===== config.mk =====
export PLATFORM = sky130hd
export DESIGN_NAME = hii_package_list_parser
export DESIGN_NICKNAME = d
export VERILOG_FILES = /design/src/hii_pkg.sv /design/src/hii_front.sv /design/src/hii_queue.sv /design/src/hii_package_list_parser.sv
export SDC_FILE = /design/constraint.sdc
export NUM_CORES = 2
export LEC_CHECK = 0
export BUFFER_PORTS_ARGS = -buffer_cell sky130_fd_sc_hd__clkbuf_2
export CORE_UTILIZATION = 55
export CTS_BUF_LIST = sky130_fd_sc_hd__clkbuf_8 sky130_fd_sc_hd__clkbuf_16
export DETAILED_ROUTE_END_ITERATION = 8
export PLACE_DENSITY = 0.72
export SETUP_SLACK_MARGIN = 0.2
export SKIP_LAST_GASP = 1
export SLEW_MARGIN = 20
export SYNTH_ARGS = -nofsm -noshare
export SYNTH_HDL_FRONTEND = slang
export SYNTH_HIERARCHICAL = 1
export SYNTH_SLANG_ARGS = --single-unit

===== constraint.sdc =====
create_clock -name i_clk -period 30.1 [get_ports i_clk]
set_input_delay 6.02 -clock i_clk [delete_from_list [all_inputs] [get_ports i_clk]]
set_output_delay 6.02 -clock i_clk [all_outputs]
set_load 0.02 [all_outputs]

===== src/hii_pkg.sv =====
// ============================================================================
// hii_pkg : shared types and constants for the HII package list parser
// Result codes and the record passed from the parser front to the output back.
// ============================================================================
`default_nettype none
package hii_pkg;
    localparam logic [1:0] KIND_GLYPH  = 2'd0;
    localparam logic [1:0] KIND_LAYOUT = 2'd1;
    localparam logic [1:0] KIND_ACCEPT = 2'd2;
    localparam logic [1:0] KIND_ERROR  = 2'd3;

    localparam logic [3:0] ST_OK        = 4'd0;
    localparam logic [3:0] ST_WIDE      = 4'd1;
    localparam logic [3:0] ST_GLYPH_OVR = 4'd2;
    localparam logic [3:0] ST_KBD_SHORT = 4'd3;
    localparam logic [3:0] ST_HDR_OVR   = 4'd4;
    localparam logic [3:0] ST_REC_SHORT = 4'd5;
    localparam logic [3:0] ST_REC_OVR   = 4'd6;
    localparam logic [3:0] ST_LEN_MIS   = 4'd7;
    localparam logic [3:0] ST_PKG_SHORT = 4'd8;
    localparam logic [3:0] ST_TRUNC     = 4'd9;

    localparam logic [7:0]  FONT_TYPE  = 8'h07;
    localparam logic [7:0]  KEYS_TYPE  = 8'h09;
    localparam logic [15:0] MIN_RECORD = 16'd23;
    localparam logic [23:0] KEYS_HDR   = 24'd6;
    localparam logic [23:0] FONT_HDR   = 24'd8;

    typedef struct packed {
        logic [1:0]  kind;
        logic [3:0]  status;
        logic [15:0] char_code;
        logic [4:0]  glyph_row;
        logic [7:0]  row_pixels;
        logic [31:0] record_offset;
        logic [15:0] record_size;
        logic        final_res;
    } t_result;
endpackage
`default_nettype wire


===== src/hii_front.sv =====
// ============================================================================
// hii_front : byte parser
// Walks the list one byte a cycle while i_step is high and produces up to two results per byte.
// ============================================================================
`default_nettype none
module hii_front #(
    parameter int LIST_HEADER_BYTES = 20,
    parameter int GLYPH_ROWS        = 19
) (
    input  wire logic             i_clk,
    input  wire logic             i_rst_n,
    input  wire logic             i_step,
    input  wire logic [7:0]       i_data_byte,
    input  wire logic             i_last_byte,
    output hii_pkg::t_result      o_res0,
    output hii_pkg::t_result      o_res1,
    output logic [1:0]            o_count
);
    localparam logic [3:0] PH_LIST  = 4'd0;
    localparam logic [3:0] PH_PKG   = 4'd1;
    localparam logic [3:0] PH_FONT  = 4'd2;
    localparam logic [3:0] PH_GLYPH = 4'd3;
    localparam logic [3:0] PH_SKIP  = 4'd4;
    localparam logic [3:0] PH_COUNT = 4'd5;
    localparam logic [3:0] PH_RSIZE = 4'd6;
    localparam logic [3:0] PH_RBODY = 4'd7;
    localparam int GLYPH_LEN = GLYPH_ROWS + 3;
    localparam logic [31:0] HDR_BYTES = 32'(LIST_HEADER_BYTES);
    localparam logic [5:0]  GLYPH_LAST = 6'(GLYPH_LEN - 1);
    localparam logic [5:0]  GLYPH_LEN_W = 6'(GLYPH_LEN);

    logic [31:0] r_list_pos, n_list_pos;
    logic [23:0] r_pkg_pos, n_pkg_pos;
    logic [23:0] r_pkg_size, n_pkg_size;
    logic [3:0]  r_phase, n_phase;
    logic [15:0] r_glyphs, n_glyphs;
    logic [15:0] r_glyph_num, n_glyph_num;
    logic [5:0]  r_glyph_byte, n_glyph_byte;
    logic [15:0] r_code, n_code;
    logic [15:0] r_layouts, n_layouts;
    logic [15:0] r_layout_num, n_layout_num;
    logic [23:0] r_next_rec, n_next_rec;
    logic [7:0]  r_low, n_low;
    logic        r_err, n_err;

    logic [3:0]  ph, err;
    logic [23:0] pos;
    logic [15:0] rsz;
    logic [24:0] rec_end;
    logic [24:0] font_need;
    logic [15:0] wide;
    hii_pkg::t_result res0, res1;
    logic [1:0] cnt;

    always_comb begin
        n_list_pos = r_list_pos; n_pkg_pos = r_pkg_pos; n_pkg_size = r_pkg_size;
        n_phase = r_phase; n_glyphs = r_glyphs; n_glyph_num = r_glyph_num;
        n_glyph_byte = r_glyph_byte; n_code = r_code; n_layouts = r_layouts;
        n_layout_num = r_layout_num; n_next_rec = r_next_rec; n_low = r_low;
        n_err = r_err;
        err = hii_pkg::ST_OK;
        res0 = '0; res1 = '0; cnt = 2'd0;
        pos = r_pkg_pos;
        rsz = {i_data_byte, r_low};
        rec_end = {1'b0, r_next_rec} + {9'd0, rsz};
        font_need = 25'(r_glyphs) * 25'(GLYPH_LEN_W) + 25'(hii_pkg::FONT_HDR);
        wide = {i_data_byte, r_low};
        ph = r_phase;
        if (ph == PH_LIST && r_list_pos >= HDR_BYTES) ph = PH_PKG;
        n_phase = ph;
        if (r_err) begin
            if (i_last_byte) begin
                n_list_pos = '0; n_pkg_pos = '0; n_pkg_size = '0; n_phase = PH_LIST;
                n_glyphs = '0; n_glyph_num = '0; n_glyph_byte = '0; n_code = '0;
                n_layouts = '0; n_layout_num = '0; n_next_rec = '0; n_low = '0;
                n_err = 1'b0;
            end
        end else begin
            unique case (ph)
                PH_PKG: begin
                    if (pos < 24'd3) begin
                        case (pos[1:0])
                            2'd0: n_pkg_size[7:0] = i_data_byte;
                            2'd1: n_pkg_size[15:8] = i_data_byte;
                            default: n_pkg_size[23:16] = i_data_byte;
                        endcase
                    end else if (r_pkg_size < 24'd4) begin
                        err = hii_pkg::ST_PKG_SHORT;
                    end else if (i_data_byte == hii_pkg::FONT_TYPE) begin
                        if (r_pkg_size < hii_pkg::FONT_HDR) err = hii_pkg::ST_GLYPH_OVR;
                        else n_phase = PH_FONT;
                    end else if (i_data_byte == hii_pkg::KEYS_TYPE) begin
                        if (r_pkg_size < hii_pkg::KEYS_HDR) err = hii_pkg::ST_KBD_SHORT;
                        else n_phase = PH_COUNT;
                    end else begin
                        n_phase = PH_SKIP;
                    end
                end
                PH_FONT: begin
                    if (pos == 24'd4) n_glyphs = {8'd0, i_data_byte};
                    else if (pos == 24'd5) n_glyphs = {i_data_byte, r_glyphs[7:0]};
                    else if (pos == 24'd6) n_low = i_data_byte;
                    else if (wide != 16'd0) err = hii_pkg::ST_WIDE;
                    else if (font_need > {1'b0, r_pkg_size}) err = hii_pkg::ST_GLYPH_OVR;
                    else if (r_glyphs == 16'd0) n_phase = PH_SKIP;
                    else begin
                        n_phase = PH_GLYPH; n_glyph_byte = '0; n_glyph_num = '0;
                    end
                end
                PH_GLYPH: begin
                    if (r_glyph_byte == 6'd0) n_code = {8'd0, i_data_byte};
                    else if (r_glyph_byte == 6'd1) n_code = {i_data_byte, r_code[7:0]};
                    else if (r_glyph_byte >= 6'd3) begin
                        res0.kind = hii_pkg::KIND_GLYPH;
                        res0.char_code = r_code;
                        res0.glyph_row = 5'(r_glyph_byte - 6'd3);
                        res0.row_pixels = i_data_byte;
                        cnt = 2'd1;
                    end
                    if (r_glyph_byte >= GLYPH_LAST) begin
                        n_glyph_byte = '0;
                        n_glyph_num = r_glyph_num + 16'd1;
                        if (n_glyph_num >= r_glyphs) n_phase = PH_SKIP;
                    end else begin
                        n_glyph_byte = r_glyph_byte + 6'd1;
                    end
                end
                PH_COUNT: begin
                    if (pos == 24'd4) n_layouts = {8'd0, i_data_byte};
                    else begin
                        n_layouts = {i_data_byte, r_layouts[7:0]};
                        n_layout_num = '0;
                        n_next_rec = hii_pkg::KEYS_HDR;
                        if (n_layouts == 16'd0) begin
                            if (r_pkg_size != hii_pkg::KEYS_HDR) err = hii_pkg::ST_LEN_MIS;
                            else n_phase = PH_SKIP;
                        end else if (r_pkg_size < 24'd8) err = hii_pkg::ST_HDR_OVR;
                        else n_phase = PH_RSIZE;
                    end
                end
                PH_RSIZE: begin
                    if (pos == r_next_rec) n_low = i_data_byte;
                    else if (rsz < hii_pkg::MIN_RECORD) err = hii_pkg::ST_REC_SHORT;
                    else if (rec_end > {1'b0, r_pkg_size}) err = hii_pkg::ST_REC_OVR;
                    else begin
                        res0.kind = hii_pkg::KIND_LAYOUT;
                        res0.record_offset = r_list_pos - 32'd1;
                        res0.record_size = rsz;
                        cnt = 2'd1;
                        n_next_rec = rec_end[23:0];
                        n_layout_num = r_layout_num + 16'd1;
                        if (n_layout_num >= r_layouts) begin
                            if (rec_end != {1'b0, r_pkg_size}) err = hii_pkg::ST_LEN_MIS;
                            n_phase = PH_SKIP;
                        end else begin
                            if (rec_end + 25'd2 > {1'b0, r_pkg_size})
                                err = hii_pkg::ST_HDR_OVR;
                            n_phase = PH_RBODY;
                        end
                    end
                end
                PH_RBODY: begin
                    if ({1'b0, pos} + 25'd1 >= {1'b0, r_next_rec}) n_phase = PH_RSIZE;
                end
                default: ;
            endcase
            n_list_pos = r_list_pos + 32'd1;
            if (err != hii_pkg::ST_OK) begin
                if (cnt == 2'd1) begin
                    res1.kind = hii_pkg::KIND_ERROR; res1.status = err; cnt = 2'd2;
                end else begin
                    res0.kind = hii_pkg::KIND_ERROR; res0.status = err; cnt = 2'd1;
                end
                n_err = 1'b1;
            end else begin
                if (n_phase != PH_LIST) begin
                    if (pos >= 24'd3 && {1'b0, pos} + 25'd1 >= {1'b0, r_pkg_size}) begin
                        n_phase = PH_PKG; n_pkg_pos = '0; n_pkg_size = '0;
                    end else begin
                        n_pkg_pos = pos + 24'd1;
                    end
                end
                if (i_last_byte) begin
                    if (cnt == 2'd1) begin
                        res1.kind = hii_pkg::KIND_ERROR; res1.status = hii_pkg::ST_TRUNC;
                        if (n_phase == PH_LIST || (n_phase == PH_PKG && n_pkg_pos == '0))
                            begin res1.kind = hii_pkg::KIND_ACCEPT; res1.status = hii_pkg::ST_OK; end
                        cnt = 2'd2;
                    end else begin
                        res0.kind = hii_pkg::KIND_ERROR; res0.status = hii_pkg::ST_TRUNC;
                        if (n_phase == PH_LIST || (n_phase == PH_PKG && n_pkg_pos == '0))
                            begin res0.kind = hii_pkg::KIND_ACCEPT; res0.status = hii_pkg::ST_OK; end
                        cnt = 2'd1;
                    end
                end
            end
            if (i_last_byte) begin
                n_list_pos = '0; n_pkg_pos = '0; n_pkg_size = '0; n_phase = PH_LIST;
                n_glyphs = '0; n_glyph_num = '0; n_glyph_byte = '0; n_code = '0;
                n_layouts = '0; n_layout_num = '0; n_next_rec = '0; n_low = '0;
                n_err = 1'b0;
            end
        end
        if (cnt == 2'd2) res1.final_res = 1'b1;
        else if (cnt == 2'd1) res0.final_res = 1'b1;
    end

    assign o_res0 = res0;
    assign o_res1 = res1;
    assign o_count = i_step ? cnt : 2'd0;

    always_ff @(posedge i_clk) begin
        if (!i_rst_n) begin
            r_list_pos <= '0; r_pkg_pos <= '0; r_pkg_size <= '0; r_phase <= PH_LIST;
            r_glyphs <= '0; r_glyph_num <= '0; r_glyph_byte <= '0; r_code <= '0;
            r_layouts <= '0; r_layout_num <= '0; r_next_rec <= '0; r_low <= '0;
            r_err <= 1'b0;
        end else if (i_step) begin
            r_list_pos <= n_list_pos; r_pkg_pos <= n_pkg_pos; r_pkg_size <= n_pkg_size;
            r_phase <= n_phase; r_glyphs <= n_glyphs; r_glyph_num <= n_glyph_num;
            r_glyph_byte <= n_glyph_byte; r_code <= n_code; r_layouts <= n_layouts;
            r_layout_num <= n_layout_num; r_next_rec <= n_next_rec; r_low <= n_low;
            r_err <= n_err;
        end
    end
endmodule
`default_nettype wire


===== src/hii_queue.sv =====
// ============================================================================
// hii_queue : result queue
// Four-entry FIFO taking up to two results a cycle, giving one a cycle while i_pop is high.
// ============================================================================
`default_nettype none
module hii_queue (
    input  wire logic             i_clk,
    input  wire logic             i_rst_n,
    input  hii_pkg::t_result      i_res0,
    input  hii_pkg::t_result      i_res1,
    input  wire logic [1:0]       i_count,
    input  wire logic             i_pop,
    output hii_pkg::t_result      o_head,
    output logic                  o_valid,
    output logic                  o_room
);
    hii_pkg::t_result r_mem [4];
    logic [1:0] r_wr, r_rd;
    logic [2:0] r_fill, n_fill;
    logic       pop;

    assign pop = i_pop && (r_fill != 3'd0);
    assign o_head = r_mem[r_rd];
    assign o_valid = r_fill != 3'd0;
    assign o_room = r_fill <= 3'd2;
    assign n_fill = r_fill + {1'b0, i_count} - {2'd0, pop};

    always_ff @(posedge i_clk) begin
        if (i_count != 2'd0) r_mem[r_wr] <= i_res0;
        if (i_count == 2'd2) r_mem[r_wr + 2'd1] <= i_res1;
    end

    always_ff @(posedge i_clk) begin
        if (!i_rst_n) begin
            r_wr <= '0; r_rd <= '0; r_fill <= '0;
        end else begin
            r_wr <= r_wr + i_count;
            r_rd <= r_rd + {1'b0, pop};
            r_fill <= n_fill;
        end
    end
endmodule
`default_nettype wire


===== src/hii_package_list_parser.sv =====
// ============================================================================
// hii_package_list_parser : HII font and keyboard package list parser
// Channel   | dir | beat
// input     | in  | i_data_byte, i_last_byte    (i_valid / o_stall)
// result    | out | o_kind .. o_final_res       (o_valid / i_stall)
// One byte a cycle when not stalled; a byte yields at most two results into a four-entry queue.
// The input stalls only when the queue has fewer than two free entries.
// Results leave one a cycle while i_stall is low.
// Synchronous active-low reset returns the parser to the list header.
// ============================================================================
`default_nettype none
module hii_package_list_parser #(
    parameter int LIST_HEADER_BYTES = 20,
    parameter int GLYPH_ROWS        = 19
) (
    input  wire logic        i_clk,
    input  wire logic        i_rst_n,
    input  wire logic        i_valid,
    output logic             o_stall,
    input  wire logic [7:0]  i_data_byte,
    input  wire logic        i_last_byte,
    output logic             o_valid,
    input  wire logic        i_stall,
    output logic [1:0]       o_kind,
    output logic [3:0]       o_status,
    output logic [15:0]      o_char_code,
    output logic [4:0]       o_glyph_row,
    output logic [7:0]       o_row_pixels,
    output logic [31:0]      o_record_offset,
    output logic [15:0]      o_record_size,
    output logic             o_final_res
);
    hii_pkg::t_result res0, res1, head;
    logic [1:0] cnt;
    logic room, step;

    assign step = i_valid && room;
    assign o_stall = !room;

    hii_front #(.LIST_HEADER_BYTES(LIST_HEADER_BYTES), .GLYPH_ROWS(GLYPH_ROWS)) u_front (
        .i_clk(i_clk), .i_rst_n(i_rst_n), .i_step(step),
        .i_data_byte(i_data_byte), .i_last_byte(i_last_byte),
        .o_res0(res0), .o_res1(res1), .o_count(cnt)
    );

    hii_queue u_queue (
        .i_clk(i_clk), .i_rst_n(i_rst_n), .i_res0(res0), .i_res1(res1),
        .i_count(cnt), .i_pop(!i_stall), .o_head(head), .o_valid(o_valid),
        .o_room(room)
    );

    assign o_kind = head.kind;
    assign o_status = head.status;
    assign o_char_code = head.char_code;
    assign o_glyph_row = head.glyph_row;
    assign o_row_pixels = head.row_pixels;
    assign o_record_offset = head.record_offset;
    assign o_record_size = head.record_size;
    assign o_final_res = head.final_res;
endmodule
`default_nettype wire


Word level (Yosys, flattened, before mapping) --
Memories as Yosys holds them, arrays and structs flattened. A register that Yosys moved wholly into a read port is not among the register bits. Cells that the tools add are included.
Cells by class: div/mod/pow operators 0, multipliers 1, multiplexer cells 181, shift-type cells 0, magnitude comparators 17, bitwise logic cells 0, add/subtract/negate cells 16, equal/unequal tests 36, reduce and logical (&&, ||, !) cells 43
Operators with widths (number):
- two-way mux 24 bit | 21
- two-way mux 16 bit | 30
- two-way mux 48 bit | 4
- two-way mux 4 bit | 46
- two-way mux 29 bit | 4
- two-way mux 6 bit | 19
- two-way mux 32 bit | 3
- two-way mux 83 bit | 1
- two-way mux 8 bit | 10
- greater-than comparator 25 x 24 -> 1 bit | 3
- == test 24 x 3 -> 1 bit, second input constant | 3
- case mux 16 bit (2 select lines) | 2
- >= comparator 25 x 24 -> 1 bit | 2
- less-than comparator 24 x 3 -> 1 bit, second input constant | 2
- case mux 24 bit (2 select lines) | 1
- adder 16 x 1 -> 16 bit, second input constant | 2
- adder 32 x 1 -> 32 bit, second input constant | 1
- >= comparator 16 bit | 2
- >= comparator 32 x 5 -> 1 bit, second input constant | 1
- zero test 16 bit | 2
- two-way mux 2 bit | 16
- subtractor 32 x 1 -> 32 bit, second input constant | 1
- != test 3 bit, second input constant | 10
- adder 24 x 1 -> 25 bit, second input constant | 1
- 58 further kinds | 107
Storage, ports and cells: ROM bits 0, memories kept 1, bits in writable memories 336, register bits after elaboration 210, latch bits 0, word-level logic and storage cells 314
Memory list:
- u_queue.r_mem | depth 4, width 84, read ports 1, clocked after Yosys merged registers in 1, write ports 2, RTL line hii_queue.sv:17 | hii_pkg::t_result r_mem [4];

Logic depth before layout (Yosys ltp) --
depth in word-level cells 22, gate-level depth with buffers 35

By module --
Netlist, hierarchy kept.
Modules (own cells, without submodules):
- hii_front | cells each 2623, seq. area each 4063.9 um^2, instances 1, area each 19752.7 um^2
- hii_queue | cells each 858, seq. area each 10229.8 um^2, instances 1, area each 16846.2 um^2
- hii_package_list_parser | cells each 3, seq. area each 0.0 um^2, instances 1, area each 13.8 um^2

Worst setup path before layout --
OpenSTA, ideal clock, no wires.
kind input to register, from input i_data_byte[1], to memory u_queue/r_mem[0][0] (netlist bit), enable pin, arrival time 17437 ps, slack 12013 ps, path buffers 4, required time 29450 ps, stages on the path 27, setup time 650 ps, cell sequence ha_1 -> buf_6 -> and4_1 -> buf_4 -> and2_1 -> o2111a_1 -> o31a_1 -> or3b_1 -> or2_2 -> or3_1 -> nor2_1 -> xor2_1 -> ha_1 -> o21ai_0 -> nor2_1 -> a2111oi_0 -> o2111ai_1 -> o221ai_1 -> nand2_1 -> a21o_1 -> nand4bb_1 -> buf_6 -> buf_4 -> o21ai_0 -> and3_1 -> nor2_1 -> o31ai_1
RTL lines:
- from (decl) | RTL line hii_package_list_parser.sv:20 | input wire logic [7:0] i_data_byte,
- to (decl) | RTL line hii_queue.sv:17

==> key figures <==
Outcome
  – Outcome: completed

Route
  – Residual DRC count: 0
  – Post-DRT Antenna Nets: 0
  – Vias/cell: roughly 6.2
  – Via count: between 20000 and 30000
  – Routed length per instance: 22.3 um
  – Routed WL: 98.2 mm
  – DR pass1 iterations: 8
  – Number of DRC markers in iteration 0: between 2000 and 2500

STA
  – Final min period: between 10 and 15 ns
  – Layout Skew: between 0.02 and 0.03 ns
  – Final cycle utilization of the critical path: slightly below 50%
  – RSZ-0062 raised after global routing: false
  – Final setup fails: 0
  – Sum Neg Setup Slack: 0 ns
  – Relative slew margins: about a quarter
  – Worst-Margin Slew: around 1.1 ns
  – Slew Viols, Final: 0
  – Fmax: about 67 MHz
  – Final Hold Viols: 0

Clock tree
  – # hold bufs at CTS: 0
  – Clock sink total: between 500 and 600
  – Worst-Skew Late Latency: between 0.6 and 0.7 ns
  – Clock slew at reported path FFs: 0.06 ns
  – Post-cts resize count: 0
  – CTS buffer count: 60
  – H-tree levels: 2
  – Root Buffer: clkbuf_16
  – Setup Fix Bufs, Post-CTS: 0
  – CTS tree: yes
  – Clk buf depth: 3

Yosys
  – Main flop type after synthesis: edfxtp_1
  – Number of synthesized flops with an enable pin: between 300 and 400
  – Synth Cell Area: about 37000 um^2
  – Area leader, netlist: edfxtp_1
  – Synth area leaders: edfxtp_1, dfxtp_1, ha_1
  – Seq/Total Area, Yosys: 39.0%
  – Number of distinct library cells after synthesis: around 100
  – Post-synthesis sequential element count: 546
  – Post-synth ARST share: 0%
  – Yosys warns: 6
  – Mapped Cells: about 3500
  – Avg Inst Size Synth: between 10 and 15 um^2
  – Area share of the largest cell type after synthesis: ~28%

Power
  – PwrDens: 50.1 nW/um^2
  – Peak VDD IR: ~0.000045 V
  – Leakage power: ~0.016 uW
  – Total power: a little under 2000 uW

Layout
  – Sequential cell area: 14300 um^2
  – Fin nets: 3733
  – Core Util, Final: between 50% and 60%
  – Syn-to-layout area delta: 7.37%
  – Share of layout cells above drive strength 1: 16.6%
  – Fillers: roughly 5500
  – Final non-filler cell area: 39300 um^2
  – Multi-input gate area: just over 20000 um^2

GRT
  – Gr usage total: 28.9%
  – Maximum number of pins on one net before global-route repair: 75
  – Gr ovfl total: 0
  – Initial antenna violation count: 2
  – First-pass GRT wire length: between 150 and 200 mm
  – Vias in the first global route: approximately 27000

Critical path
  – CP Max Fanout: 51
  – Crit path kind: in -> reg
  – Crit-path leading delay family: simple AND/OR/NAND/NOR gates
  – Slowest CP cell: buf_4
  – Worst Path Buf+Inv: 4
  – CP Launch Type: primary input
  – CP max stage delay: between 0.7 and 0.8 ns
  – CP Capture Type: register
  – Crit path DAT: 15.35 ns
  – CP Data Required Time: between 30 and 40 ns

Placement
  – Hpwl dp: around 70 mm
  – Routability congestion estimate: roughly 0.96
  – DP Area: ~37000 um^2
  – IO buf count: a little under 100

Floorplanning
  – Num ports: 99
  – Core Region: 65900 um^2
  – Die Height: around 260 um
  – Initial Util: 55.6%
  – Die Width: 260 um
  – Die area: 67600 um^2
  – Site Rows: 94

Hold path
  – Hold Path Class: reg -> reg

Run
  – Max-cap violation count: 0
worst register-to-register path: cells and delay by family (launching register included):
family	cells	cell delay, ns
AND/OR/NAND/NOR	9	3.97
AO/OA/AOI/OAI	9	2.29
buffers and inverters	3	1.55
adder cells (fa/ha/maj)	4	1.34
flip-flops	1	0.50
multiplexers	1	0.43
XOR/XNOR	2	0.38
per-layer routing:
| layer | up-vias | wire length [um] | GRT usage (%) |
|---|---|---|---|
| met4 | 0 | 3180 | 9.85 |
| met3 | 175 | 7410 | 4.30 |
| li1 | 12800 | - | - |
| met2 | 1030 | 45400 | 47.0 |
| met1 | 13300 | 42200 | 39.3 |
| met5 | - | 0 | 0 |
power breakdown:
group          internal (uW)  switching (uW)
Sequential               810            27.3
Combinational            138             218
Clock                    458             317
Total                   1410             562
sequential cells by signal (all words and copies together) (netlist names), 6 cells and up:
name                  flops
u_front/r_layouts        16
u_front/r_pkg_size       24
u_front/r_glyph_byte      6
u_front/r_list_pos       32
u_front/r_low             8
u_front/r_code           16
u_front/r_layout_num     16
u_front/r_glyph_num      16
u_front/r_glyphs         16
u_front/pos              24
u_queue/r_mem           336
u_front/r_next_rec       24
area by class of cell:
class	count	share of cell area (%)
antenna	2	0.0127
clock buffer	67	4.06
sequential	546	36.4
clock inverter	47	1.27
multi-input combinational	2561	51.9
tap	864	2.75
inverter	185	1.77
timing repair buffer	129	1.85
placed cells by master, fill, tap and decap left out, types with 91 or more instances in the layout:
cell type	n
nand3_1	121
ha_1	222
mux2_1	120
dfxtp_1	208
edfxtp_1	336
mux2_2	167
nor2_1	180
nand2_1	224
o21ai_0	134
and2_1	97
inv_1	195
xor2_1	91
a21oi_1	126
clkbuf_2	97
cells in the mapped netlist, drive strengths merged, types with 27 or more instances:
master,n
or3,28
buf,150
o22ai,38
xor2,91
nor2b,59
and2,97
dfxtp,210
o21a,29
nand4,56
edfxtp,336
a21oi,126
nand2,224
nor3,90
nor2,184
nor4,56
clkbuf,118
inv,184
o21ai,143
xnor2,83
mux2,336
nand3,121
a211oi,27
and3,41
mux4,84
a21boi,28
ha,222
per-stage QoR:
step / hold slack [ns] / std cells / setup slack (ns)
CTS: 0.466 / 4399 / 15.28
floorplan: 0.441 / 3560 / 12.01
global placement: 0.455 / 4285 / 14.83
global route: 0.495 / 4400 / 14.53
finish: 0.466 / 4401 / 15.14
detailed placement: 0.459 / 4285 / 14.64
cell families after synthesis:
family	Yosys count	synth area share, %
multiplexers	428	16.2
AO/OA/AOI/OAI	584	10.6
adder cells (fa/ha/maj)	237	8.41
other	1	0.0102
AND/OR/NAND/NOR	1059	15.2
XOR/XNOR	176	4.31
flip-flops	546	39.0
buffers and inverters	453	6.19
final timing paths:
kind                                         from                              endpoint  slack, ns  cells past startpoint
max                                i_data_byte[1]        u_queue/r_mem[2][27]$_DFFE_PP_      15.14                     27
min          u_front/r_glyph_num[12]$_SDFFE_PN0P_  u_front/r_glyph_num[12]$_SDFFE_PN0P_       0.47                      2
min reg2reg  u_front/r_glyph_num[12]$_SDFFE_PN0P_  u_front/r_glyph_num[12]$_SDFFE_PN0P_       0.47                      2
max reg2reg      u_front/r_glyphs[3]$_SDFFE_PN0P_        u_queue/r_mem[2][27]$_DFFE_PP_      19.42                     28
Note: power is estimated with default switching activity, not from simulation.
